$ cat config.mk
export PLATFORM = sky130hd
export DESIGN_NAME = lsrdg_queue
export DESIGN_NICKNAME = d
export VERILOG_FILES = /design/src/rtl/lsrdg_pkg.sv /design/src/rtl/lsrdg_queue.sv
export SDC_FILE = /design/constraint.sdc
export NUM_CORES = 1
export LEC_CHECK = 0
export ABC_CLOCK_PERIOD_IN_PS = 3900
export BUFFER_PORTS_ARGS = -buffer_cell sky130_fd_sc_hd__buf_2
export CAP_MARGIN = 10
export CORE_AREA = 5 5 63 65
export DETAILED_ROUTE_END_ITERATION = 6
export DIE_AREA = 0 0 68 70
export PLACE_DENSITY = 0.72
export SYNTH_ARGS = -nofsm -noshare
export SYNTH_HDL_FRONTEND = slang
export SYNTH_SLANG_ARGS = --single-unit
$ cat constraint.sdc
create_clock -name clk -period 3.9 [get_ports clk]
set_clock_uncertainty 0.15 [all_clocks]
set_input_delay 0.78 -clock clk [delete_from_list [all_inputs] [get_ports clk]]
set_output_delay 0.78 -clock clk [all_outputs]
set_load 0.01 [all_outputs]
$ cat src/rtl/lsrdg_pkg.sv
// Shared types, codes and arithmetic helpers of the lidar ray direction generator.
// No dependencies.
package lsrdg_pkg;

	typedef struct packed {
		logic [1:0]         func;
		logic [5:0]         entry_index;
		logic signed [15:0] elevation_value;
	} in_item_t;

	typedef struct packed {
		logic signed [15:0] dir_x;
		logic signed [15:0] dir_y;
		logic signed [15:0] dir_z;
		logic [5:0]         row_number;
		logic [11:0]        column_number;
		logic               scan_end;
	} out_item_t;

	// Ray request handed from the front to the back end.
	typedef struct packed {
		logic signed [15:0] elevation;
		logic [5:0]         row_number;
		logic [11:0]        column_number;
		logic               scan_end;
	} ray_tag_t;

	typedef struct packed {
		logic signed [25:0] z;
		logic               flip;
	} fold_t;

	localparam logic [1:0] FUNC_WRITE   = 2'd0;
	localparam logic [1:0] FUNC_RAY     = 2'd1;
	localparam logic [1:0] FUNC_RESTART = 2'd2;

	localparam int CFG_IDX_W = 3;
	localparam logic [CFG_IDX_W-1:0] CFG_AZ_START  = 3'd0;
	localparam logic [CFG_IDX_W-1:0] CFG_AZ_STEP   = 3'd1;
	localparam logic [CFG_IDX_W-1:0] CFG_COL_COUNT = 3'd2;
	localparam logic [CFG_IDX_W-1:0] CFG_ROW_COUNT = 3'd3;

	localparam int QUEUE_DEPTH = 4;
	localparam int QCNT_W      = 3;

	localparam int TURN = 92160;
	localparam logic signed [17:0] TURN_S         = 18'sd92160;
	localparam logic signed [17:0] HALF_TURN_S    = 18'sd46080;
	localparam logic signed [17:0] QUARTER_TURN_S = 18'sd23040;
	localparam logic signed [31:0] CORDIC_GAIN    = 32'sd652032875;

	// atan(2^-i) in 1/65536 degree
	function automatic logic signed [22:0] atan_lut(input logic [4:0] i);
		logic signed [22:0] v;
		begin
			unique case (i)
				5'd0:  v = 23'sd2949120;
				5'd1:  v = 23'sd1740967;
				5'd2:  v = 23'sd919879;
				5'd3:  v = 23'sd466945;
				5'd4:  v = 23'sd234379;
				5'd5:  v = 23'sd117304;
				5'd6:  v = 23'sd58666;
				5'd7:  v = 23'sd29335;
				5'd8:  v = 23'sd14668;
				5'd9:  v = 23'sd7334;
				5'd10: v = 23'sd3667;
				5'd11: v = 23'sd1833;
				5'd12: v = 23'sd917;
				5'd13: v = 23'sd458;
				5'd14: v = 23'sd229;
				5'd15: v = 23'sd115;
				5'd16: v = 23'sd57;
				5'd17: v = 23'sd29;
				5'd18: v = 23'sd14;
				5'd19: v = 23'sd7;
				5'd20: v = 23'sd4;
				5'd21: v = 23'sd2;
				5'd22: v = 23'sd1;
				default: v = 23'sd0;
			endcase
			atan_lut = v;
		end
	endfunction

	// Fold an angle in [0, 360) degrees into [-90, 90], scaled to 1/65536 degree.
	function automatic fold_t fold_angle(input logic [16:0] a);
		logic signed [17:0] s;
		logic               flip;
		begin
			s = signed'({1'b0, a});
			flip = 1'b0;
			if (s > HALF_TURN_S)
				s = s - TURN_S;
			if (s > QUARTER_TURN_S) begin
				s = s - HALF_TURN_S;
				flip = 1'b1;
			end else if (s < -QUARTER_TURN_S) begin
				s = s + HALF_TURN_S;
				flip = 1'b1;
			end
			fold_angle.z = signed'({s, 8'h00});
			fold_angle.flip = flip;
		end
	endfunction

	function automatic logic signed [15:0] sat_q15(input logic signed [63:0] t);
		begin
			if (t > 64'sd32767)
				sat_q15 = 16'sd32767;
			else if (t < -64'sd32767)
				sat_q15 = -16'sd32767;
			else
				sat_q15 = t[15:0];
		end
	endfunction

	// Q60 product to Q1.15, round half up
	function automatic logic signed [15:0] round_q45(input logic signed [63:0] p);
		logic signed [63:0] t;
		begin
			t = (p + (64'sd1 <<< 44)) >>> 45;
			round_q45 = sat_q15(t);
		end
	endfunction

	// Q2.30 value to Q1.15, round half up
	function automatic logic signed [15:0] round_q15(input logic signed [31:0] v);
		logic signed [63:0] t;
		begin
			t = (64'(v) + 64'sd16384) >>> 15;
			round_q15 = sat_q15(t);
		end
	endfunction

endpackage

$ cat src/rtl/lsrdg_queue.sv
// Four-entry request queue between the scan front end and the trig back end.
// Depends on lsrdg_pkg.
module lsrdg_queue #(
	parameter int W = 8
) (
	input  logic                         clk,
	input  logic                         arst_n,
	input  logic                         push,
	input  logic [W-1:0]                 push_data,
	input  logic                         pop,
	output logic [W-1:0]                 pop_data,
	output logic                         not_empty,
	output logic [lsrdg_pkg::QCNT_W-1:0] count
);
	logic [W-1:0] slot_q [lsrdg_pkg::QUEUE_DEPTH];
	logic [1:0]   wr_ptr_q;
	logic [1:0]   rd_ptr_q;
	logic [lsrdg_pkg::QCNT_W-1:0] count_q;

	assign count = count_q;
	assign not_empty = count_q != '0;
	assign pop_data = slot_q[rd_ptr_q];

	always_ff @(posedge clk) begin
		if (push)
			slot_q[wr_ptr_q] <= push_data;
	end

	always_ff @(posedge clk or negedge arst_n) begin
		if (!arst_n) begin
			wr_ptr_q <= '0;
			rd_ptr_q <= '0;
			count_q  <= '0;
		end else begin
			if (push)
				wr_ptr_q <= wr_ptr_q + 2'd1;
			if (pop)
				rd_ptr_q <= rd_ptr_q + 2'd1;
			unique case ({push, pop})
				2'b10:   count_q <= count_q + 3'd1;
				2'b01:   count_q <= count_q - 3'd1;
				default: count_q <= count_q;
			endcase
		end
	end
endmodule

==> results.txt <==
The number of warnings printed during yosys synthesis is 0. The number of buffer cells added on primary ports is 23. The number of setup violations in the final report is 0. The remaining max-slew budget at the tightest pin is 0.605. The area of the core came out at 3280 um2. Entering global routing, the biggest net connects 13 pins.

Once the clock tree was built, the resizer swapped 0 gates to a different size. The final setup slack of the worst path is 1.17 ns. The deepest level of the CTS H-tree came out at 2.

The path type of the worst min-delay path is primary input to asynchronous set/reset pin. The cell sitting at the root of the clock tree is a sky130_fd_sc_hd__clkbuf_4. The die height is 70 um. The complex-gate fraction of the synthesized area came out at 0.00325.

The DRC violations left is 0. Prior to clock tree synthesis, the placed netlist has a worst setup slack of 1.53 ns. For this run, the top clock speed supported by timing is 366 MHz.

The TritonCTS clock tree is built. The worst-path maximum fanout came out at 10. Traced cell by cell, the critical path runs through mux4_2 > buf_2.

The largest individual stage delay along the critical path comes from the cell sky130_fd_sc_hd__dfrtp_1. Leaving out fill and tap cells, the most frequent cell in the layout is sky130_fd_sc_hd__edfxtp_1. The register bit count reported by yosys came out at 39.

The overall fraction of global-route tracks in use came out at 0.118. Together, buffers and inverters on the worst path number 1. The count of mapped cells out of synthesis came out at 74. Setup repair after global routing left no endpoint under its margin. The count of max-cap constraint violations is 0. Of the total synthesized cell area, the portion taken by XOR and XNOR cells is 0.0342. The adder and majority cell fraction of the synthesized area is 0.0537. The final wirelength is 2280 um. The run finished with clean final reports. The area of the die is 4760 um2.

The number of ports placed on the die boundary came out at 24. After clock tree synthesis, the clock-pin slew on the worst setup and hold paths is 0.11 ns. The total area of multi-input combinational cells is 374 um2. The number of distinct library cells after synthesis came out at 16. The multiplexer area fraction after synthesis is 0.124. The tree built by TritonCTS fans out to 39 sinks. The total number of vias is 717. STA classifies the critical path startpoint as a register. The setup slack of the most critical reg-to-reg path came out at 2.36 ns.

After synthesis, the largest family of logic cells by area is multiplexers. The initial antenna violation count is 0. The number of placement rows came out at 21. The highest cell delay on the worst timing path is 0.74 ns.

The final core utilization came out at 0.532. The number of nets in the layout came out at 120. The fraction of the yosys area taken by sequential cells is 0.739.

Global routing finished with a remaining overflow of 0. The antenna cell count is 0. The time the final worst path needs with I/O delays and setup came out at 2.73 ns. Clock tree synthesis inserted a total of 5 buffers. The final RePlAce weighted congestion came out at 0.737.

Of the total synthesized cell area, the portion taken by AND, OR, NAND and NOR gates is 0.0277. Counting every net in the synthesized netlist gives 92. STA classifies the critical path endpoint as a primary output. The number of vias per cell is 4.81. In the layout the commonest cells are sky130_fd_sc_hd__edfxtp_1, sky130_fd_sc_hd__buf_2, sky130_fd_sc_hd__mux4_2. The cell area power density came out at 678 nW/um2. The critical path in this run is classified as register to primary output. The number of buffers on the longest clock path came out at 2. The kind of cell with the highest combined delay along the critical path is flip-flops.

Buffers inserted to repair hold after CTS numbered 0. The leakage dissipation is 0.657 nW. The half-perimeter wire length of the detailed placement result came out at 1630 um. The number of buffers added for setup after CTS came out at 0. The routed length per placed instance came out at 15.3 um. The clock insertion delay at the later pin of the skew report came out at 0.34 ns.

The initial cell density of the core came out at 0.468. The synthesis-to-layout area growth is 13.6%. The final-layout fill cell count is 277. The worst supply voltage drop on vdd came out at 0.000266 V. The area of the mapped netlist is 1540 um2.

The area occupied by registers came out at 1140 um2. In this run the remaining antenna-violating nets after routing total 0. In this run the horizontal extent of the chip is 68 um. Averaged over all synthesized cells, the footprint is 20.8 um2. The wire length of the first global-routing pass came out at 3840 um.

The final setup TNS is 0 ns. The actual slew at the worst max-slew pin is 0.592 ns. The first-iteration detailed-routing DRC count is 40. The fraction of final layout cells sized beyond drive strength 1 came out at 0.388. The final-report hold violation count was 0. The count of final max-slew check failures came out at 0. The critical path data arrival time is 1.80 ns. The final cycle utilization of the critical path is 0.701. The critical path required time came out at 2.97 ns. The number of optimization iterations in the first detailed-route pass is 4. The number of global-route vias before repair is 790.
-- through the flow --
step / std cells / total power [mW] / hold slack (ns) / cell area [um2]
2_1_floorplan: 74 / 0.891 / 0.334 / 1540
5_1_grt: 149 / 1.27 / 0.0679 / 1750
6_report: 149 / 1.18 / 0.0979 / 1750
3_5_place_dp: 141 / 1.02 / 0.331 / 1690
4_1_cts: 149 / 1.21 / 0.0868 / 1750
3_3_place_gp: 141 / 1.00 / 0.323 / 1690
-- final timing paths --
| kind | startpoint | depth (start not counted) | to |
|---|---|---|---|
| max | rd_ptr_q[0] | 2 | pop_data[0] |
| min | arst_n | 1 | rd_ptr_q[1] |
| max reg2reg | wr_ptr_q[0] | 3 | slot_q[0][2] |
| min reg2reg | count[2] | 1 | count[2] |
| max in group asynchronous | arst_n | 1 | wr_ptr_q[0] |
| min in group clk | count[2] | 1 | count[2] |
-- cell families (layout without fill, tap and decap cells) --
logic type / after synthesis / after routing
AOI/OAI and AO/OA: 1 / 1
DFF: 39 / 39
xor gates and xnor gates: 6 / 6
and+or+nand+nor: 8 / 8
muxes: 9 / 9
adders and majority gates: 6 / 6
buffers and inverters: 5 / 34
-- area by class of cell --
cell class,instances,area share
repair buffers,23,0.0659
flip-flops and latches,39,0.650
well taps,46,0.0330
multi-input cells,30,0.214
inverters,3,0.00645
clock buffers,5,0.0215
clock inverters,3,0.00860
-- metal layers --
metal  GRT usage  share of wire  vias up
met5           0              0        -
met4      0.0927          0.026        0
met3      0.0433          0.064        5
met2       0.181           0.51       17
met1       0.129           0.40      357
li1            -              -      338
-- cells in the mapped netlist --
master | count | area (um2)
sky130_fd_sc_hd__and2_1 | 4 | 25.0
sky130_fd_sc_hd__buf_2 | 1 | 5.00
sky130_fd_sc_hd__buf_6 | 1 | 11.3
sky130_fd_sc_hd__dfrtp_1 | 7 | 175
sky130_fd_sc_hd__edfxtp_1 | 32 | 961
sky130_fd_sc_hd__fa_1 | 1 | 20.0
sky130_fd_sc_hd__ha_1 | 5 | 62.6
sky130_fd_sc_hd__inv_1 | 3 | 11.3
sky130_fd_sc_hd__mux2_2 | 1 | 11.3
sky130_fd_sc_hd__mux4_2 | 8 | 180
sky130_fd_sc_hd__nand2_1 | 2 | 7.51
sky130_fd_sc_hd__nor2_1 | 1 | 3.75
sky130_fd_sc_hd__o21ai_0 | 1 | 5.00
sky130_fd_sc_hd__or3_1 | 1 | 6.26
sky130_fd_sc_hd__xnor2_1 | 3 | 26.3
sky130_fd_sc_hd__xor2_1 | 3 | 26.3
-- flip-flops by register name, summed over array words and instances (netlist names) --
signal,count
wr_ptr_q,2
slot_q,32
count,3
rd_ptr_q,2
-- worst register-to-register path: stages (launching register included) --
cell and delay (ns):
sky130_fd_sc_hd__dfrtp_1 0.44, sky130_fd_sc_hd__inv_1 0.10, sky130_fd_sc_hd__ha_1 0.15, sky130_fd_sc_hd__and2_1 0.38
-- power breakdown --
part	total [mW]	leakage [nW]	switching [mW]	internal, mW
clock	0.192	0.0347	0.125	0.0671
sequential	0.645	0.376	0.0879	0.557
combinational	0.348	0.246	0.157	0.190
total	1.18	0.657	0.370	0.815
No activity file was read; power rests on OpenSTA's default activity.
