`config.mk`:
```
export PLATFORM = sky130hd
export DESIGN_NAME = lsrdg_front
export DESIGN_NICKNAME = d
export VERILOG_FILES = /design/src/rtl/lsrdg_pkg.sv /design/src/rtl/lsrdg_front.sv
export SDC_FILE = /design/constraint.sdc
export NUM_CORES = 2
export LEC_CHECK = 0
export BUFFER_PORTS_ARGS = -buffer_cell sky130_fd_sc_hd__buf_2
export CAP_MARGIN = 25
export CORE_MARGIN = 5
export CORE_UTILIZATION = 63
export CTS_CLUSTER_DIAMETER = 50
export DETAILED_ROUTE_END_ITERATION = 8
export HOLD_SLACK_MARGIN = 0.15
export PLACE_DENSITY = 0.89
export SYNTH_ARGS = -nofsm -noshare
export SYNTH_HDL_FRONTEND = slang
export SYNTH_SLANG_ARGS = --single-unit
export TNS_END_PERCENT = 30
```
`constraint.sdc`:
```
create_clock -name clk -period 11.8 [get_ports clk]
set_input_delay 1.18 -clock clk [delete_from_list [all_inputs] [get_ports clk]]
set_output_delay 1.18 -clock clk [all_outputs]
set_load 0.1 [all_outputs]
```
`src/rtl/lsrdg_pkg.sv`:
```
// Shared types, codes and arithmetic helpers of the lidar ray direction generator.
// No dependencies.
package lsrdg_pkg;

	typedef struct packed {
		logic [1:0]         func;
		logic [5:0]         entry_index;
		logic signed [15:0] elevation_value;
	} in_item_t;

	typedef struct packed {
		logic signed [15:0] dir_x;
		logic signed [15:0] dir_y;
		logic signed [15:0] dir_z;
		logic [5:0]         row_number;
		logic [11:0]        column_number;
		logic               scan_end;
	} out_item_t;

	// Ray request handed from the front to the back end.
	typedef struct packed {
		logic signed [15:0] elevation;
		logic [5:0]         row_number;
		logic [11:0]        column_number;
		logic               scan_end;
	} ray_tag_t;

	typedef struct packed {
		logic signed [25:0] z;
		logic               flip;
	} fold_t;

	localparam logic [1:0] FUNC_WRITE   = 2'd0;
	localparam logic [1:0] FUNC_RAY     = 2'd1;
	localparam logic [1:0] FUNC_RESTART = 2'd2;

	localparam int CFG_IDX_W = 3;
	localparam logic [CFG_IDX_W-1:0] CFG_AZ_START  = 3'd0;
	localparam logic [CFG_IDX_W-1:0] CFG_AZ_STEP   = 3'd1;
	localparam logic [CFG_IDX_W-1:0] CFG_COL_COUNT = 3'd2;
	localparam logic [CFG_IDX_W-1:0] CFG_ROW_COUNT = 3'd3;

	localparam int QUEUE_DEPTH = 4;
	localparam int QCNT_W      = 3;

	localparam int TURN = 92160;
	localparam logic signed [17:0] TURN_S         = 18'sd92160;
	localparam logic signed [17:0] HALF_TURN_S    = 18'sd46080;
	localparam logic signed [17:0] QUARTER_TURN_S = 18'sd23040;
	localparam logic signed [31:0] CORDIC_GAIN    = 32'sd652032875;

	// atan(2^-i) in 1/65536 degree
	function automatic logic signed [22:0] atan_lut(input logic [4:0] i);
		logic signed [22:0] v;
		begin
			unique case (i)
				5'd0:  v = 23'sd2949120;
				5'd1:  v = 23'sd1740967;
				5'd2:  v = 23'sd919879;
				5'd3:  v = 23'sd466945;
				5'd4:  v = 23'sd234379;
				5'd5:  v = 23'sd117304;
				5'd6:  v = 23'sd58666;
				5'd7:  v = 23'sd29335;
				5'd8:  v = 23'sd14668;
				5'd9:  v = 23'sd7334;
				5'd10: v = 23'sd3667;
				5'd11: v = 23'sd1833;
				5'd12: v = 23'sd917;
				5'd13: v = 23'sd458;
				5'd14: v = 23'sd229;
				5'd15: v = 23'sd115;
				5'd16: v = 23'sd57;
				5'd17: v = 23'sd29;
				5'd18: v = 23'sd14;
				5'd19: v = 23'sd7;
				5'd20: v = 23'sd4;
				5'd21: v = 23'sd2;
				5'd22: v = 23'sd1;
				default: v = 23'sd0;
			endcase
			atan_lut = v;
		end
	endfunction

	// Fold an angle in [0, 360) degrees into [-90, 90], scaled to 1/65536 degree.
	function automatic fold_t fold_angle(input logic [16:0] a);
		logic signed [17:0] s;
		logic               flip;
		begin
			s = signed'({1'b0, a});
			flip = 1'b0;
			if (s > HALF_TURN_S)
				s = s - TURN_S;
			if (s > QUARTER_TURN_S) begin
				s = s - HALF_TURN_S;
				flip = 1'b1;
			end else if (s < -QUARTER_TURN_S) begin
				s = s + HALF_TURN_S;
				flip = 1'b1;
			end
			fold_angle.z = signed'({s, 8'h00});
			fold_angle.flip = flip;
		end
	endfunction

	function automatic logic signed [15:0] sat_q15(input logic signed [63:0] t);
		begin
			if (t > 64'sd32767)
				sat_q15 = 16'sd32767;
			else if (t < -64'sd32767)
				sat_q15 = -16'sd32767;
			else
				sat_q15 = t[15:0];
		end
	endfunction

	// Q60 product to Q1.15, round half up
	function automatic logic signed [15:0] round_q45(input logic signed [63:0] p);
		logic signed [63:0] t;
		begin
			t = (p + (64'sd1 <<< 44)) >>> 45;
			round_q45 = sat_q15(t);
		end
	endfunction

	// Q2.30 value to Q1.15, round half up
	function automatic logic signed [15:0] round_q15(input logic signed [31:0] v);
		logic signed [63:0] t;
		begin
			t = (64'(v) + 64'sd16384) >>> 15;
			round_q15 = sat_q15(t);
		end
	endfunction

endpackage

```
`src/rtl/lsrdg_front.sv`:
```
// Front end: configuration registers, elevation table, scan position and azimuth.
// Depends on lsrdg_pkg.
module lsrdg_front #(
	parameter int MAX_ROWS    = 64,
	parameter int MAX_COLUMNS = 4096,
	parameter int AZW         = 31
) (
	input  logic                                clk,
	input  logic                                arst_n,
	input  logic                                push,
	output logic                                full,
	input  lsrdg_pkg::in_item_t                 in_item,
	input  logic                                cfg_valid,
	output logic                                cfg_ready,
	input  logic [lsrdg_pkg::CFG_IDX_W-1:0]     cfg_index,
	input  logic [17:0]                         cfg_data,
	input  logic [lsrdg_pkg::QCNT_W-1:0]        q_count,
	output logic                                q_push,
	output logic [AZW-1:0]                      q_az,
	output lsrdg_pkg::ray_tag_t                 q_tag
);
	localparam int RW = (MAX_ROWS > 1) ? $clog2(MAX_ROWS) : 1;
	localparam int CW = $clog2(MAX_COLUMNS);

	logic signed [17:0] az_start_q;
	logic [16:0]        az_step_q;
	logic [12:0]        col_count_q;
	logic [6:0]         row_count_q;
	logic [RW-1:0]      row_q;
	logic [CW-1:0]      col_q;
	logic signed [15:0] elev_mem [MAX_ROWS];

	logic               valid_s1;
	logic signed [15:0] el_s1;
	logic [5:0]         row_s1;
	logic [11:0]        col_s1;
	logic               end_s1;
	logic [AZW-1:0]     az_s1;

	logic               accept;
	logic               is_ray;
	logic [16:0]        cols_c;
	logic [8:0]         rows_c;
	logic [CW-1:0]      col_last;
	logic [RW-1:0]      row_last;
	logic               col_end;
	logic               row_end;
	logic [AZW-1:0]     az_c;

	assign cfg_ready = 1'b1;
	// hold off while the queue plus the read stage could overflow
	assign full   = (4'(q_count) + 4'(valid_s1)) >= 4'(lsrdg_pkg::QUEUE_DEPTH);
	assign accept = push && !full;
	assign is_ray = in_item.func == lsrdg_pkg::FUNC_RAY;

	always_comb begin
		cols_c = (col_count_q == '0) ? 17'd1 : 17'(col_count_q);
		if (cols_c > 17'(MAX_COLUMNS))
			cols_c = 17'(MAX_COLUMNS);
		rows_c = (row_count_q == '0) ? 9'd1 : 9'(row_count_q);
		if (rows_c > 9'(MAX_ROWS))
			rows_c = 9'(MAX_ROWS);
		col_last = CW'(cols_c - 17'd1);
		row_last = RW'(rows_c - 9'd1);
		col_end  = col_q >= col_last;
		row_end  = row_q >= row_last;
		az_c = AZW'(az_start_q) + AZW'(az_step_q) * AZW'(col_q);
	end

	always_ff @(posedge clk) begin
		if (accept && in_item.func == lsrdg_pkg::FUNC_WRITE
		    && int'(in_item.entry_index) < MAX_ROWS)
			elev_mem[RW'(in_item.entry_index)] <= in_item.elevation_value;
		if (accept && is_ray) begin
			el_s1  <= elev_mem[row_q];
			row_s1 <= 6'(row_q);
			col_s1 <= 12'(col_q);
			end_s1 <= col_end && row_end;
			az_s1  <= az_c;
		end
	end

	always_ff @(posedge clk or negedge arst_n) begin
		if (!arst_n) begin
			az_start_q  <= 18'sd0;
			az_step_q   <= 17'd726;
			col_count_q <= 13'd128;
			row_count_q <= 7'd32;
			row_q       <= '0;
			col_q       <= '0;
			valid_s1    <= 1'b0;
		end else begin
			if (cfg_valid) begin
				unique case (cfg_index)
					lsrdg_pkg::CFG_AZ_START:  az_start_q  <= signed'(cfg_data);
					lsrdg_pkg::CFG_AZ_STEP:   az_step_q   <= cfg_data[16:0];
					lsrdg_pkg::CFG_COL_COUNT: col_count_q <= cfg_data[12:0];
					lsrdg_pkg::CFG_ROW_COUNT: row_count_q <= cfg_data[6:0];
					default: ;
				endcase
			end
			valid_s1 <= accept && is_ray;
			if (accept && in_item.func == lsrdg_pkg::FUNC_RESTART) begin
				row_q <= '0;
				col_q <= '0;
			end else if (accept && is_ray) begin
				// advance column by column along a row, wrap at the last column and row
				if (col_end) begin
					col_q <= '0;
					row_q <= row_end ? '0 : row_q + RW'(1);
				end else begin
					col_q <= col_q + CW'(1);
				end
			end
		end
	end

	assign q_push = valid_s1;
	assign q_az   = az_s1;
	assign q_tag  = '{elevation: el_s1, row_number: row_s1, column_number: col_s1,
	                  scan_end: end_s1};
endmodule

```
==> impl_metrics.py <==
metrics = {
    "die": {
        "die_w_um": 299.2,
        "core_um2": 83290,
        "start_util": 0.6328,
        "ios": 121,
        "die_area_um2": 89540,
        "fp.dieH_um": 299.2,
        "row_count": 106,
    },
    "pwr": {
        "power.density_nw_per_um2": 161.9,
        "vdd_drop_max_mv": 0.1732,
        "p_leak_nw": 20.50,
    },
    "setup_path": {
        "worst-path-buf-inv": 3,
        "r2r_slack_ns": 3.74,
        "r2r_cells": 24,
        "worst_path_most_repeated_cell": "fa_1",
        "crit_path_end_kind": "flop",
        "critPathLaunchType": "flop",
        "arrival_ns": 8.45,
        "critPathKind": "flop to flop",
        "worstSetupPathDepth": 24,
        "critPathCapture": "q_az[30]",
        "required_ns": 12.20,
        "path_cells": "nand2_1 > fa_1 > inv_1 > fa_1 > inv_1 > fa_1 > inv_1 > fa_1 > fa_1 > ha_1 > nand2_1 > o21ai_0 > a21o_1 > a21o_1 > nor2_1 > or4_1 > a31oi_1 > xnor2_1 > ha_1 > a21o_1 > a211o_1 > a211o_1 > a31oi_1 > xnor2_1",
        "crit_path_top_delay_cell": "dfrtp_1",
        "cpPeakStageDelay_ns": 1.00,
        "reg2reg_from": "col_q[10]",
        "crit_family": "adder cells",
        "crit_fanout": 21,
        "r2r_end": "q_az[30]",
        "crit_start": "col_q[10]",
    },
    "run": {
        "cap_violations": 0,
    },
    "placement": {
        "dp_hpwl_um": 82570,
        "dpl.cell_count": 4056,
        "gp_congestion": 0.8947,
        "placed_area_um2": 54760,
        "dp_slack_ns": 3.938,
        "numPortBuffers": 119,
    },
    "clock_tree": {
        "cts_max_path_buffers": 3,
        "cts_tree": "built",
        "cts_resized": 0,
        "clockRootBuffer": "clkbuf_16",
        "cts_setup_buffers": 0,
        "clock_sinks": 1164,
        "insertion_delay_ns": 0.74,
        "htreeDepth": 3,
        "numCtsBuffers": 116,
        "clk_pin_slew_ns": 0.07,
        "cts_hold_buf": 0,
    },
    "synthesis": {
        "avgSynthCellArea_um2": 18.12,
        "synth_area_leaders": "edfxtp_1, mux4_2, fa_1, dfrtp_1, ha_1",
        "synth_top_area_cell": "edfxtp_1",
        "synth-warning-count": 0,
        "synth_edf_count": 1090,
        "synth-seq-cells": 1164,
        "async_flop_share": 0.06357,
        "synthFlopType": "edfxtp_1",
        "seq_area_frac_synth": 0.6564,
        "synth_cell_type_count": 69,
        "synth_most_common_cell": "edfxtp_1",
        "synth_fp_nets": 3232,
        "synth.top_cell.area_share": 0.6211,
        "synth_cells": 2909,
        "syn_area_um2": 52700,
        "synth_common_cells": "edfxtp_1, mux4_2, inv_1",
    },
    "grt": {
        "grt_pass1_vias": 31617,
        "grtUsageMet2": 0.5517,
        "grt_max_degree": 113,
        "overflow": 0,
        "busiest_layer": "met2",
        "grt_first_pass_wirelength_um": 218600,
        "grtUsageTotal": 0.3409,
        "antenna_found_initial": 16,
        "use_met1": 0.4256,
        "grtUsageMet3": 0.09097,
    },
    "min_path": {
        "hold_path_class": "primary input to asynchronous set/reset pin",
    },
    "detailed_routing": {
        "routedWlPerCell_um": 35.74,
        "wirelength_um": 153700,
        "avgViaCountPerCell": 7.138,
        "drtPass1Iterations": 6,
        "vias": 30695,
        "detail_route.drc_violations": 0,
        "initialDrtViolationCount": 5667,
        "ant_nets": 0,
    },
    "sta": {
        "post-route-period-util": 0.6827,
        "setup_slack_ns": 3.744,
        "worstMarginPinSlew_ns": 1.148,
        "setup_violations": 0,
        "rsz0062_at_grt": "false",
        "fin_skew_ns": 0.1064,
        "layout_min_cycle_time_ns": 8.056,
        "tns_ns": 0,
        "finalHoldViolCount": 0,
        "final_max_slew_viol_count": 0,
        "slew_headroom": 0.2346,
        "fmax_ghz": 0.1241,
    },
    "cells_and_area": {
        "final_area_um2": 59140,
        "fillerInstances": 4552,
        "synthToLayoutAreaGrowth_pct": 12.21,
        "instances_no_fill": 4300,
        "drive_above_1_share": 0.2539,
        "final_util": 0.7100,
        "final_nets": 3438,
    },
    "status": {
        "status": "finished, final reports clean",
    },
}
## per-layer routing
metal / wire, um / share of wire / vias up
li1: - / - / 11613
met1: 47750 / 0.31 / 15321
met2: 74660 / 0.49 / 2986
met3: 19550 / 0.13 / 755
met4: 11590 / 0.075 / 20
met5: 151 / 0.00098 / -
## flip-flops by register name, summed over array words and instances (netlist names), 6 cells and up
name / count
az_start_q: 18
az_step_q: 17
col_count_q: 13
col_q: 12
col_s1: 12
el_s1: 16
elev_mem: 1024
q_az: 31
row_count_q: 7
row_q: 6
row_s1: 6
## placed cells by master (no fill, tap or decap), drive strengths merged, types with 6 or more instances in the layout
cell type,Yosys,final
a211oi,12,12
a21o,24,24
a21oi,53,53
and2,60,60
buf,49,221
bufinv,0,12
clkbuf,84,144
clkinv,0,49
dfrtp,66,66
dfstp,8,8
diode,0,6
edfxtp,1090,1090
fa,151,151
ha,120,120
inv,209,218
mux2,54,54
mux4,336,336
nand2,203,203
nand2b,14,14
nand3,22,22
nand4,8,8
nor2,122,122
nor2b,14,14
nor3,17,17
o21a,6,6
o21ai,28,28
o21bai,8,8
or2,6,6
or3,6,6
xnor2,45,45
xor2,19,19
## final cells by class
cell class / instances / area, um^2 / area share
inverters: 209 / 784.5 / 0.01327
flip-flops and latches: 1164 / 34610 / 0.5852
repair buffers: 221 / 1689 / 0.02856
diodes: 6 / 15.01 / 0.0002539
multi-input cells: 1403 / 16780 / 0.2838
clock inverters: 73 / 855.8 / 0.01447
well taps: 1080 / 1351 / 0.02285
clock buffers: 144 / 3048 / 0.05154
## power by group
part	internal [W]	switching [W]	leakage (nW)
Clock	0.00212	0.00169	1.90
Sequential	0.00460	0.000133	10.7
Combinational	0.000381	0.000641	7.87
## kinds of logic (layout without fill, tap and decap cells)
| kind of cell | after synthesis | in the layout | synth area share |
|---|---|---|---|
| other | 1 | 7 | 0.00007116 |
| flip-flops | 1164 | 1164 | 0.6564 |
| AND/OR/NAND/NOR | 500 | 500 | 0.04409 |
| adder cells (fa/ha/maj) | 271 | 271 | 0.08585 |
| AO/OA/AOI/OAI | 177 | 177 | 0.02206 |
| XOR/XNOR | 64 | 64 | 0.01064 |
| multiplexers | 390 | 390 | 0.1551 |
| buffers and inverters | 342 | 647 | 0.02578 |
## stage by stage
| step | hold slack, ns | total power (W) |
|---|---|---|
| global route | 0.4505 | 0.009885 |
| CTS | 0.5187 | 0.009533 |
| global placement | 0.4960 | 0.005721 |
| floorplan | 0.4478 | 0.005487 |
| detailed placement | 0.5029 | 0.005792 |
| finish | 0.4171 | 0.009572 |
## worst min path at each step
| stage | end | cells after the start |
|---|---|---|
| after floorplan | row_s1[0] | 0 |
| after global placement | az_start_q[9] | 1 |
| after detailed placement | az_start_q[2] | 1 |
| after CTS | az_start_q[6] | 1 |
| after global routing | col_count_q[4] | 1 |
| final | col_count_q[4] | 1 |
## worst register-to-register path: stages, from the launching register on
cell and delay (ns):
dfrtp_1 1.00, nand2_1 0.43, fa_1 0.68, inv_1 0.10
fa_1 0.55, inv_1 0.08, fa_1 0.51, inv_1 0.07
fa_1 0.52, fa_1 0.45, ha_1 0.42, nand2_1 0.07
o21ai_0 0.28, a21o_1 0.17, a21o_1 0.12, nor2_1 0.07
or4_1 0.49, a31oi_1 0.21, xnor2_1 0.14, ha_1 0.28
a21o_1 0.17, a211o_1 0.33, a211o_1 0.27, a31oi_1 0.22
xnor2_1 0.09
Note: power is estimated with default switching activity, not from simulation.
